===== src/rtl/assert_macros.svh =====
// Assertion helpers for the strip hit builder.
// Both forms sample on clk; the first one is masked while rst_n is low.
`ifndef ASSERT_MACROS_SVH
`define ASSERT_MACROS_SVH

`ifndef NO_ASSERTIONS

`define SLH_ASSERT(lbl, prop, msg) \
  lbl: assert property (@(posedge clk) disable iff (!rst_n) prop) else $error(msg);

`define SLH_ASSERT_ALWAYS(lbl, prop, msg) \
  lbl: assert property (@(posedge clk) prop) else $error(msg);

`else

`define SLH_ASSERT(lbl, prop, msg)

`define SLH_ASSERT_ALWAYS(lbl, prop, msg)

`endif

`endif


===== src/rtl/slh_pkg.sv =====
package slh_pkg;

  localparam int STRIPS   = 48;
  localparam int STRIP_AW = (STRIPS > 1) ? $clog2(STRIPS) : 1;
  localparam int KILL_W   = 48;

  localparam int STRIP_W  = 6;
  localparam int TIME_W   = 24;
  localparam int WIDTH_W  = 16;
  localparam int CORR_W   = 16;
  localparam int PTIME_W  = 26;
  localparam int SUM_W    = 27;
  localparam int DIFF_W   = 26;
  localparam int WSUM_W   = 17;
  localparam int CNT_W    = 8;
  localparam int WIN_W    = 16;
  localparam int MODE_W   = 2;
  localparam int DEAD_W   = 2;

  localparam int IN_TDATA_W  = 64;
  localparam int OUT_TDATA_W = 88;
  localparam int CFG_AW      = 2;
  localparam int CFG_DW      = 48;

  localparam logic [MODE_W-1:0] MODE_DIGIT = 2'd0;
  localparam logic [MODE_W-1:0] MODE_CORR  = 2'd1;
  localparam logic [MODE_W-1:0] MODE_CLEAR = 2'd2;
  localparam logic [MODE_W-1:0] MODE_READ  = 2'd3;

  localparam logic [DEAD_W-1:0] DEAD_NONE  = 2'd0;
  localparam logic [DEAD_W-1:0] DEAD_LEFT  = 2'd1;
  localparam logic [DEAD_W-1:0] DEAD_RIGHT = 2'd2;

  localparam logic [CFG_AW-1:0] REG_WINDOW = 2'd0;
  localparam logic [CFG_AW-1:0] REG_DEAD   = 2'd1;
  localparam logic [CFG_AW-1:0] REG_KILL   = 2'd2;

  localparam logic [WIN_W-1:0] WINDOW_RESET = 16'd2212;
  localparam logic [CNT_W-1:0] CNT_MAX      = 8'd255;

  // One strip's pending left/right times and widths.
  typedef struct packed {
    logic signed [PTIME_W-1:0] lt;
    logic signed [PTIME_W-1:0] rt;
    logic [WIDTH_W-1:0]        lw;
    logic [WIDTH_W-1:0]        rw;
  } pend_entry_t;

  // Access request to the pending-entry store.
  typedef struct packed {
    logic                rd_en;
    logic [STRIP_AW-1:0] rd_addr;
    logic                wr_en;
    logic [STRIP_AW-1:0] wr_addr;
    logic                clear;
  } pend_req_t;

endpackage


===== src/rtl/slh_corr_store.sv =====
module slh_corr_store (
  input  logic                                clk,
  input  logic                                rst_n,
  input  logic                                wr_en,
  input  logic [slh_pkg::STRIP_AW-1:0]        wr_addr,
  input  logic signed [slh_pkg::CORR_W-1:0]   wr_data,
  input  logic                                rd_en,
  input  logic [slh_pkg::STRIP_AW-1:0]        rd_addr,
  output logic signed [slh_pkg::CORR_W-1:0]   rd_data
);
  import slh_pkg::*;

  logic signed [CORR_W-1:0] mem [STRIPS];
  logic signed [CORR_W-1:0] rd_q_r;
  logic [STRIPS-1:0]        vld_r;
  logic                     rd_vld_r;

  always_ff @(posedge clk) begin
    if (wr_en) begin
      mem[wr_addr] <= wr_data;
    end
    if (rd_en) begin
      rd_q_r <= mem[rd_addr];
    end
  end

  // Corrections survive an event clear; only reset drops them.
  always_ff @(posedge clk) begin
    if (!rst_n) begin
      vld_r    <= '0;
      rd_vld_r <= 1'b0;
    end else begin
      if (wr_en) begin
        vld_r[wr_addr] <= 1'b1;
      end
      if (rd_en) begin
        rd_vld_r <= vld_r[rd_addr];
      end
    end
  end

  assign rd_data = rd_vld_r ? rd_q_r : '0;

endmodule

===== config.mk =====
export PLATFORM = sky130hd
export DESIGN_NAME = slh_corr_store
export DESIGN_NICKNAME = d
export VERILOG_FILES = /design/src/rtl/assert_macros.svh /design/src/rtl/slh_pkg.sv /design/src/rtl/slh_corr_store.sv
export SDC_FILE = /design/constraint.sdc
export NUM_CORES = 1
export LEC_CHECK = 0
export ABC_CLOCK_PERIOD_IN_PS = 3550
export BUFFER_PORTS_ARGS = -buffer_cell sky130_fd_sc_hd__buf_2
export CAP_MARGIN = 20
export CORE_ASPECT_RATIO = 1.5
export CORE_MARGIN = 2
export CORE_UTILIZATION = 62
export CTS_CLUSTER_DIAMETER = 120
export DETAILED_ROUTE_END_ITERATION = 7
export PLACE_DENSITY_LB_ADDON = 0.15
export SYNTH_ARGS = -nofsm -noshare
export SYNTH_HDL_FRONTEND = slang
export SYNTH_SLANG_ARGS = --single-unit
export TNS_END_PERCENT = 30

===== constraint.sdc =====
create_clock -name clk -period 3.55 [get_ports clk]
set_input_delay 0.71 -clock clk [delete_from_list [all_inputs] [get_ports clk]]
set_output_delay 0.71 -clock clk [all_outputs]
set_load 0.02 [all_outputs]

==> impl_metrics.csv <==
group,metric,value,unit
clock_tree,cts_hold_buf,0,
routing,wire_per_inst,32.2,um
logic_synthesis,syn-num-nets,1447,
cells_and_area,fin_nets,1584,
worst_setup_path,worstPathMaxFanout,21,
routing,first_iter_violations,1692,
worst_setup_path,cp.required,3.84,ns
cells_and_area,finalInstanceArea,35700,um^2
clock_tree,cts_tree,"done",
grt,antenna_found_initial,8,
floorplan,dieArea,53200,um^2
clock_tree,root_buffer,"clkbuf_16",
floorplan,dieHeight,281,um
worst_setup_path,arrival,3.31,ns
placement,numPortBuffers,47,
worst_setup_path,critPathTopFamily,"compound AO/OA/AOI/OAI gates",
worst_setup_path,rr_startpoint,"mem[11][6]",
worst_setup_path,cp_common_cell,"buf_12",
floorplan,ios,48,
timing,max_slew.worst_pin.slew,1.23,ns
power_and_ir_drop,p_leak,11.4,nW
grt,grt_start_max_net_pins,49,
worst_hold_path,hp-start,"vld_r[3]",
routing,vias_per_cell,6.65,
grt,grt_first_pass_wirelength,106000,um
timing,fin_crit,3.03,ns
worst_setup_path,path_cells,"buf_8 -> buf_12 -> buf_12 -> buf_4 -> mux4_2 -> a221oi_1 -> a211oi_1",
logic_synthesis,syn-instance-count,1415,
logic_synthesis,yosys_register_bits,833,
worst_setup_path,crit_path_top_delay_cell,"a221oi_1",
logic_synthesis,seq_area_frac_synth,77.1,%
timing,rsz0062_at_grt,"false",
worst_setup_path,crit_path_max_incr_delay,1.04,ns
worst_setup_path,worstSetupStartpointType,"input port",
cells_and_area,multi_input_comb_area,6930,um^2
clock_tree,clock_path_buffers,3,
routing,vias,15189,
logic_synthesis,netlist_area,31800,um^2
floorplan,dieWidth,189,um
grt,grt_pass1_vias,15559,
floorplan,core_area,50700,um^2
grt,grt_usage,28.6,%
timing,period_share,85.2,%
cells_and_area,stdcell_count,2284,
cells_and_area,regArea,24500,um^2
clock_tree,clk_latency,0.59,ns
cells_and_area,synthToLayoutAreaGrowth,12.2,%
timing,fin_skew,0.0168,ns
cells_and_area,fillCellCount,3013,
clock_tree,post_cts_buffers,0,
placement,placed_cell_area,33400,um^2
floorplan,num_rows,101,
power_and_ir_drop,powerDensity,546,nW/um^2
placement,gp_congestion,0.848,
power_and_ir_drop,peakVddDrop,0.466,mV
cells_and_area,layout_commonest_cell,"edfxtp_1",
floorplan,initial_core_util,62.8,%
timing,slew_viol_final,0,
routing,drc,0,
logic_synthesis,post_synth_num_cell_types,39,
routing,ant_nets,0,
run_status,status,"finished, final reports clean",
clock_tree,cts_htree_levels,3,
worst_setup_path,startpoint,"rd_addr[0]",
power_and_ir_drop,power,19.5,mW
grt,gr-total-overflow,0,
timing,slew_headroom,17.7,%
routing,routed_wirelength,73600,um
logic_synthesis,avgSynthCellArea,22.5,um^2
flow_run,drv_cap,0,
clock_tree,cts-buffers-inserted,73,
timing,fmax,330,MHz
timing,hold_viol_final,0,
clock_tree,clk_pin_slew,0.06,ns
logic_synthesis,ys.warnings.count,0,
timing,hold_ws,0.464,ns
worst_hold_path,hold_class,"flop to flop",
placement,dp_hpwl,44000,um
worst_setup_path,path_buf_inv,4,
worst_setup_path,cp-end-kind,"flop",
cells_and_area,fin_util,70.5,%
cells_and_area,drive_gt1_share,32.3,%
placement,dp.cells,2146,
worst_setup_path,path_class,"input port to flop",
routing,drt_pre_antenna_iters,5,
timing,finalSetupViolCount,0,
cells_and_area,layout_common_cells,"784 x edfxtp_1, 219 x mux4_2, 90 x buf_4",
clock_tree,post_cts_resized,0,
clock_tree,clock-sinks,833,
-- path summary, 6_finish.rpt --
kind / slack, ns / end / cells past startpoint
worst max-delay path: 0.52 / rd_q_r[1] / 7
worst min-delay path: 0.46 / vld_r[3] / 1
worst max register to register: 1.00 / rd_q_r[6] / 4
worst min register to register: 0.46 / vld_r[3] / 1
-- flip-flops by register name, summed over array words and instances, names as in the netlist --
| name | count |
|---|---|
| vld_r | 48 |
| rd_q_r | 16 |
| mem | 768 |
| rd_vld_r | 1 |
-- cells in the mapped netlist (all sizes together) --
| cell | count | area [um^2] |
|---|---|---|
| nor2 | 53 | 199 |
| and2 | 18 | 113 |
| nand2b | 2 | 12.5 |
| o22ai | 2 | 12.5 |
| a221o | 16 | 160 |
| or2 | 6 | 37.5 |
| clkbuf | 44 | 165 |
| inv | 1 | 3.75 |
| mux4 | 219 | 4930 |
| nor2b | 20 | 125 |
| o311a | 1 | 10.0 |
| nand3b | 6 | 45.0 |
| or3b | 4 | 35.0 |
| a22o | 17 | 149 |
| a31o | 1 | 8.76 |
| a21oi | 17 | 85.1 |
| o21a | 48 | 360 |
| nand2 | 2 | 7.51 |
| mux2i | 2 | 20.0 |
| a211oi | 16 | 120 |
| o21ai | 1 | 5.00 |
| buf | 40 | 257 |
| a22oi | 2 | 15.0 |
| nor4bb | 1 | 10.0 |
| dfxtp | 49 | 981 |
| nand3 | 3 | 15.0 |
| or4b | 1 | 10.0 |
| mux2 | 18 | 203 |
| edfxtp | 784 | 23500 |
| a221oi | 16 | 140 |
| and4b | 1 | 10.0 |
| nand4 | 1 | 6.26 |
| or3 | 2 | 12.5 |
| nand4b | 1 | 8.76 |
-- per-layer routing --
metal | global-route usage, % | share of wire (%)
met5 | 0 | 0.052
met4 | 12.3 | 4.5
met3 | 4.87 | 7.7
met2 | 47.8 | 51
met1 | 37.7 | 37
-- per-stage QoR --
stage,setup WS (ns),TNS (ns)
detailed placement,-0.138,-0.273
finish,0.524,0
global placement,-0.174,-0.276
floorplan,0.781,0
global route,0.381,0
CTS,0.476,0
-- cells by family after synthesis --
logic type,Yosys count,synth area share (%)
mux,239,16.2
simple gates,121,2.03
compound gates,137,3.35
flops,833,77.1
buf+inv,85,1.34
-- area by class of cell --
| class | count | share of cell area [%] |
|---|---|---|
| Sequential cell | 833 | 68.7 |
| Tap cell | 669 | 2.34 |
| Antenna cell | 5 | 0.0350 |
| Timing Repair Buffer | 146 | 3.14 |
| Clock inverter | 27 | 0.568 |
| Inverter | 1 | 0.0105 |
| Clock buffer | 106 | 5.84 |
| Multi-Input combinational cell | 497 | 19.4 |
-- worst reg2reg max path: stages (launching register included) --
cell and delay [ns]:
edfxtp_1 0.37, mux4_2 0.48, a22o_1 0.29, a221oi_1 0.93, a211oi_1 0.20
-- where the power goes --
group          total, mW  internal [mW]  switching (mW)  leakage (nW)
registers           10.9           10.8          0.0403          7.46
clock network       7.61           4.25            3.37          1.13
logic               1.01          0.396           0.614          2.76
total               19.5           15.5            4.02          11.4
(Power assumes the default switching activity.)
