`src/rtl/assert_macros.svh`:
```
// Assertion helpers for the strip hit builder.
// Both forms sample on clk; the first one is masked while rst_n is low.
`ifndef ASSERT_MACROS_SVH
`define ASSERT_MACROS_SVH

`ifndef NO_ASSERTIONS

`define SLH_ASSERT(lbl, prop, msg) \
  lbl: assert property (@(posedge clk) disable iff (!rst_n) prop) else $error(msg);

`define SLH_ASSERT_ALWAYS(lbl, prop, msg) \
  lbl: assert property (@(posedge clk) prop) else $error(msg);

`else

`define SLH_ASSERT(lbl, prop, msg)

`define SLH_ASSERT_ALWAYS(lbl, prop, msg)

`endif

`endif

```
`src/rtl/slh_pkg.sv`:
```
package slh_pkg;

  localparam int STRIPS   = 48;
  localparam int STRIP_AW = (STRIPS > 1) ? $clog2(STRIPS) : 1;
  localparam int KILL_W   = 48;

  localparam int STRIP_W  = 6;
  localparam int TIME_W   = 24;
  localparam int WIDTH_W  = 16;
  localparam int CORR_W   = 16;
  localparam int PTIME_W  = 26;
  localparam int SUM_W    = 27;
  localparam int DIFF_W   = 26;
  localparam int WSUM_W   = 17;
  localparam int CNT_W    = 8;
  localparam int WIN_W    = 16;
  localparam int MODE_W   = 2;
  localparam int DEAD_W   = 2;

  localparam int IN_TDATA_W  = 64;
  localparam int OUT_TDATA_W = 88;
  localparam int CFG_AW      = 2;
  localparam int CFG_DW      = 48;

  localparam logic [MODE_W-1:0] MODE_DIGIT = 2'd0;
  localparam logic [MODE_W-1:0] MODE_CORR  = 2'd1;
  localparam logic [MODE_W-1:0] MODE_CLEAR = 2'd2;
  localparam logic [MODE_W-1:0] MODE_READ  = 2'd3;

  localparam logic [DEAD_W-1:0] DEAD_NONE  = 2'd0;
  localparam logic [DEAD_W-1:0] DEAD_LEFT  = 2'd1;
  localparam logic [DEAD_W-1:0] DEAD_RIGHT = 2'd2;

  localparam logic [CFG_AW-1:0] REG_WINDOW = 2'd0;
  localparam logic [CFG_AW-1:0] REG_DEAD   = 2'd1;
  localparam logic [CFG_AW-1:0] REG_KILL   = 2'd2;

  localparam logic [WIN_W-1:0] WINDOW_RESET = 16'd2212;
  localparam logic [CNT_W-1:0] CNT_MAX      = 8'd255;

  // One strip's pending left/right times and widths.
  typedef struct packed {
    logic signed [PTIME_W-1:0] lt;
    logic signed [PTIME_W-1:0] rt;
    logic [WIDTH_W-1:0]        lw;
    logic [WIDTH_W-1:0]        rw;
  } pend_entry_t;

  // Access request to the pending-entry store.
  typedef struct packed {
    logic                rd_en;
    logic [STRIP_AW-1:0] rd_addr;
    logic                wr_en;
    logic [STRIP_AW-1:0] wr_addr;
    logic                clear;
  } pend_req_t;

endpackage

```
`src/rtl/slh_pend_store.sv`:
```
module slh_pend_store (
  input  logic                clk,
  input  logic                rst_n,
  input  slh_pkg::pend_req_t   req,
  input  slh_pkg::pend_entry_t wr_data,
  output slh_pkg::pend_entry_t rd_data
);
  import slh_pkg::*;

  pend_entry_t       mem [STRIPS];
  pend_entry_t       rd_q_r;
  logic [STRIPS-1:0] vld_r;
  logic              rd_vld_r;

  always_ff @(posedge clk) begin
    if (req.wr_en) begin
      mem[req.wr_addr] <= wr_data;
    end
    if (req.rd_en) begin
      rd_q_r <= mem[req.rd_addr];
    end
  end

  // Entry valid bits: an entry never written since the last clear reads as zero.
  always_ff @(posedge clk) begin
    if (!rst_n) begin
      vld_r    <= '0;
      rd_vld_r <= 1'b0;
    end else begin
      if (req.clear) begin
        vld_r <= '0;
      end else if (req.wr_en) begin
        vld_r[req.wr_addr] <= 1'b1;
      end
      if (req.rd_en) begin
        rd_vld_r <= vld_r[req.rd_addr];
      end
    end
  end

  assign rd_data = rd_vld_r ? rd_q_r : '0;

endmodule

```
`config.mk`:
```
export PLATFORM = sky130hd
export DESIGN_NAME = slh_pend_store
export DESIGN_NICKNAME = d
export VERILOG_FILES = /design/src/rtl/assert_macros.svh /design/src/rtl/slh_pkg.sv /design/src/rtl/slh_pend_store.sv
export SDC_FILE = /design/constraint.sdc
export NUM_CORES = 2
export LEC_CHECK = 0
export BUFFER_PORTS_ARGS = -buffer_cell sky130_fd_sc_hd__buf_4
export CAP_MARGIN = 20
export CORE_MARGIN = 1
export CORE_UTILIZATION = 60
export DETAILED_ROUTE_END_ITERATION = 10
export PLACE_DENSITY = 0.78
export SLEW_MARGIN = 25
export SYNTH_ARGS = -nofsm -noshare
export SYNTH_HDL_FRONTEND = slang
export SYNTH_SLANG_ARGS = --single-unit
```
`constraint.sdc`:
```
create_clock -name clk -period 12.3 [get_ports clk]
set_input_delay 2.46 -clock clk [delete_from_list [all_inputs] [get_ports clk]]
set_output_delay 2.46 -clock clk [all_outputs]
set_load 0.01 [all_outputs]
```
==> results by stage <==
Critical path:
- Grouping stages by cell kind, the critical path spends the most delay in buffers and inverters.
- The critical path contains buffers and inverters numbering 2 combined.
- The worst setup path is of the flip-flop to output port kind.
- The critical path capture point type is an output port.
- The reg-to-reg endpoint is rd_q_r[10]$_DFFE_PP_.
- The critical path crosses 3 cells after its start point.
- On the critical path, the stage with the largest delay is an instance of dfxtp_4.
- The critical path goes through buf_4 > and2_1 > buf_4.
- STA classifies the critical path startpoint as a flip-flop.
- The data arrival time at the worst-slack endpoint is 3.17 ns.
- The data required time at the worst endpoint is 9.84 ns.
- Measured in cells, the most critical reg-to-reg path has a length of 3.
- The largest fanout on the critical path is 48.
- Counting stages on the worst path, the most repeated cell is buf_4.
- The setup slack of the most critical reg-to-reg path is 10.01 ns.
- The delay of the slowest cell on the worst path is 0.80 ns.
- The startpoint identified for the worst register-to-register timing path is mem[47][10]$_DFFE_PP_.

Floorplan:
- Once the floorplan was initialized, standard cells occupied 60.48% of the core.
- The full die area is 264,100 um2.
- The floorplan step set the die width to 513.9 um.
- The number of rows created at floorplan is 187.
- The area of the core region is 259,900 um2.
- The boundary pin count is 185.
- The overall die height is 513.9 um.

Final layout:
- The library cells used most frequently in the layout, excluding fill and tap cells, are 4,116 x edfxtp_1, 1,079 x mux4_2, 407 x clkbuf_16.
- Compared with the post-synthesis result, the final layout area differs by 11.86%.
- The net count of the finished layout is 7,028.
- Registers take 124,600 um2.
- Leaving out fill and tap cells, the most frequent cell in the layout is edfxtp_1.
- In the final layout, the share of cells above drive strength 1 is 28.27%.
- The total area of multi-input combinational cells is 31,360 um2.
- The post-route cell area is 175,900 um2.
- Counting the fill cells in the layout gives 14,750.

Global routing:
- Global routing used 32.53% of the available tracks across all layers.
- The via count of the first global-routing pass came to 80,190.
- Entering global routing, the biggest net connects 133 pins.
- The initial antenna violation count came to 32.
- The global-route wire length before repair is 596,600 um.
- Global routing finished with a remaining overflow of 0.

Synth:
- The warning count from the yosys run is 0.
- Counting flops and latches in the post-synthesis netlist gives 4,165.
- The mapped netlist covers 157,200 um2.
- The synthesized instance count is 6,532.
- After synthesis, the mean cell area works out to 24.07 um2.
- For this run, the register share of the synthesized area comes to 79.24%.
- The number of nets in the synthesized netlist is 6,633.
- The number of different library cells used by synthesis comes to 40.

Run status:
- The flow ran to the end, and the final reports show no timing, DRC or antenna violations.

Timing:
- Setup violations remaining at the end of the flow were counted as 0.
- The final cycle utilization of the critical path is 45.77%.
- In the final timing run, aggregate negative setup slack is 0 ns.
- Setup repair after global routing left no endpoint under its margin.
- Hold timing on the final database bottoms out at a slack of 0.4628 ns.
- The max-slew violation total from the final report is 0.
- The highest achievable clock rate is 0.1776 GHz.
- The worst slew slack as a fraction of its limit is 20.42%.
- The final hold violation count is 0.
- At the pin with the least slew margin, the transition time is 1.194 ns.
- The worst clock skew is 0.06390 ns.
- Subtracting the final worst setup slack from the clock period gives 5.630 ns.

Placement:
- At the end of routability-driven placement, the weighted congestion stood at 0.7775.
- The placement-stage cell area is 163,400 um2.
- The HPWL after detailed placement is 197,600 um.
- Input and output buffers added on the ports amount to 184.

CTS:
- Counting along the longest clock path gives a buffer depth of 4.
- After clock tree synthesis, the setup repair step added 0 buffers.
- Clock latency on the worst-skew pair, taken at its later pin, is 1.00 ns.
- The total CTS buffers is 401.
- The cell chosen for the clock root is clkbuf_16.
- The post-cts sizing count is 0.
- The clock net sink count is 4,165.
- The number of H-tree levels is 5.
- The clock tree from TritonCTS is done.
- The register clock-pin slew on the reported worst setup and hold paths is 0.06 ns.
- The number of hold buffers added after CTS was 0.

Route:
- The ratio of routed vias to standard cells is 7.265.
- Summed over all layers, the routed wires come to 425,900 um.
- The count of nets left with antenna violations after detail routing is 0.
- The number of design-rule violations left by the first detailed-router iteration is 13,510.
- The first-pass detailed-route iteration total is 8.
- The routed layout has 78,080 vias.
- The routed length per instance is 39.62 um.
- For this run, design rule violations remaining after detail routing come to 0.

Worst hold path:
- In this run the most critical hold path is launched from vld_r[20]$_SDFFE_PP0P_.
- The tightest min-delay check is of the flip-flop to flip-flop type.
- The cell depth of the worst hold path is 1.
- The path with the worst hold slack has its endpoint at vld_r[20]$_SDFFE_PP0P_.

Power:
- Summing internal, switching and leakage power gives 0.02896 W.
- In this run, the clock network consumes 41.1% of the power.
- Power spread over the standard cell area amounts to 164.7 nW/um2.
- Combinational cells account for 4.5% of the total power.
- The internal power component is 0.02288 W.
- The leakage power of the design is 54.80 nW.
- Of the total power, the share spent switching nets is 21.01%.
- The maximum vdd drop is 0.0001726 V.
- Sequential cells burn 54.5% of the power.
- The net load switching power is 0.006085 W.

Job:
- Across the run, the number of max-cap violations was 0.
==> through the flow <==
stage	util, %	worst slack, ns	cells
final	67.66	6.670	10750
after global routing	67.64	6.564	10740
after CTS	67.59	6.598	10730
after detailed placement	62.85	5.698	10020
after global placement	62.79	5.704	10010
after floorplan	-	5.106	6532
==> worst register-to-register path, cell delays in order, from the launching register on <==
cell and delay, ns:
edfxtp_1 0.39, mux4_2 0.53, mux4_2 0.50, a221o_1 0.52
==> layer usage <==
layer	vias up	global-route usage, %	share of wire (%)
met5	-	0	0.047
met4	30	16.55	5.7
met3	1483	7.677	14
met2	6954	52.53	49
met1	40530	41.78	32
li1	29080	-	-
==> kinds of logic (layout without fill, tap and decap cells) <==
group                  count (synthesis)  in the layout  share of synthesized area (%)
AND/OR/NAND/NOR                      206            206                         0.7274
flip-flops                          4165           4165                          79.24
other                                  0             19                              0
AO/OA/AOI/OAI                        555            555                          2.510
buffers and inverters                373           1074                          1.082
multiplexers                        1233           1233                          16.44
==> cell usage after synthesis <==
| library cell | number | area share (%) |
|---|---|---|
| edfxtp_1 | 4116 | 79 |
| mux4_2 | 1079 | 15 |
| a22oi_1 | 252 | 1.2 |
| clkbuf_1 | 206 | 0.49 |
| mux2i_1 | 146 | 0.93 |
| and2_1 | 88 | 0.35 |
| buf_2 | 87 | 0.28 |
| a21oi_1 | 86 | 0.27 |
| o21ai_0 | 76 | 0.24 |
| a221o_1 | 74 | 0.47 |
| nor2_1 | 55 | 0.13 |
| dfxtp_1 | 49 | 0.62 |
| o21a_1 | 48 | 0.23 |
| buf_1 | 40 | 0.095 |
| buf_4 | 25 | 0.12 |
| nand3_1 | 14 | 0.045 |
| buf_6 | 13 | 0.093 |
| nor2b_1 | 11 | 0.044 |
| and3_1 | 10 | 0.040 |
| o211ai_1 | 10 | 0.048 |
| mux2_2 | 8 | 0.057 |
| nand2_1 | 6 | 0.014 |
| nand3b_1 | 5 | 0.024 |
| nand4b_1 | 4 | 0.022 |
| nand2b_1 | 3 | 0.012 |
| o22ai_1 | 3 | 0.012 |
| a2111oi_0 | 2 | 0.011 |
| inv_1 | 2 | 0.0048 |
| or3_1 | 2 | 0.0080 |
| or3b_2 | 2 | 0.011 |
| a211oi_1 | 1 | 0.0048 |
| a31oi_1 | 1 | 0.0040 |
| nand4_1 | 1 | 0.0040 |
| nor3_1 | 1 | 0.0032 |
| nor3b_1 | 1 | 0.0048 |
| nor4_1 | 1 | 0.0040 |
| nor4bb_1 | 1 | 0.0064 |
| o311ai_0 | 1 | 0.0056 |
| o31a_1 | 1 | 0.0056 |
| or2_2 | 1 | 0.0040 |
==> power by group through the flow <==
| stage | registers [W] | logic [W] | clock network (W) |
|---|---|---|---|
| finish | 0.0158 | 0.00129 | 0.0119 |
| CTS | 0.0158 | 0.00128 | 0.0119 |
| global route | 0.0158 | 0.00134 | 0.0124 |
| detailed placement | 0.0161 | 0.00125 | 0 |
| global placement | 0.0161 | 0.00121 | 0 |
| floorplan | 0.0160 | 0.000749 | 0 |
==> cell type report <==
cell class	instances	area share, %
clock buffers	474	5.951
clock inverters	235	1.061
well taps	3496	2.487
repair buffers	363	1.797
inverters	2	0.004269
multi-input cells	1994	17.83
diodes	19	0.02703
flip-flops and latches	4165	70.84
==> registers in the layout, indices dropped and copies added (netlist names) <==
| signal | cells |
|---|---|
| rd_vld_r | 1 |
| rd_q_r | 84 |
| vld_r | 48 |
| mem | 4032 |
==> worst max path at each step <==
stage,from,endpoint,slack (ns)
detailed placement,req[8],rd_q_r[50]$_DFFE_PP_,5.70
floorplan,req[2],mem[41][0]$_DFFE_PP_,5.11
CTS,rd_vld_r$_SDFFE_PN0P_,rd_data[29],6.60
global route,rd_vld_r$_SDFFE_PN0P_,rd_data[36],6.56
global placement,req[8],rd_q_r[50]$_DFFE_PP_,5.70
finish,rd_vld_r$_SDFFE_PN0P_,rd_data[29],6.67
No activity file was read; power rests on OpenSTA's default activity.
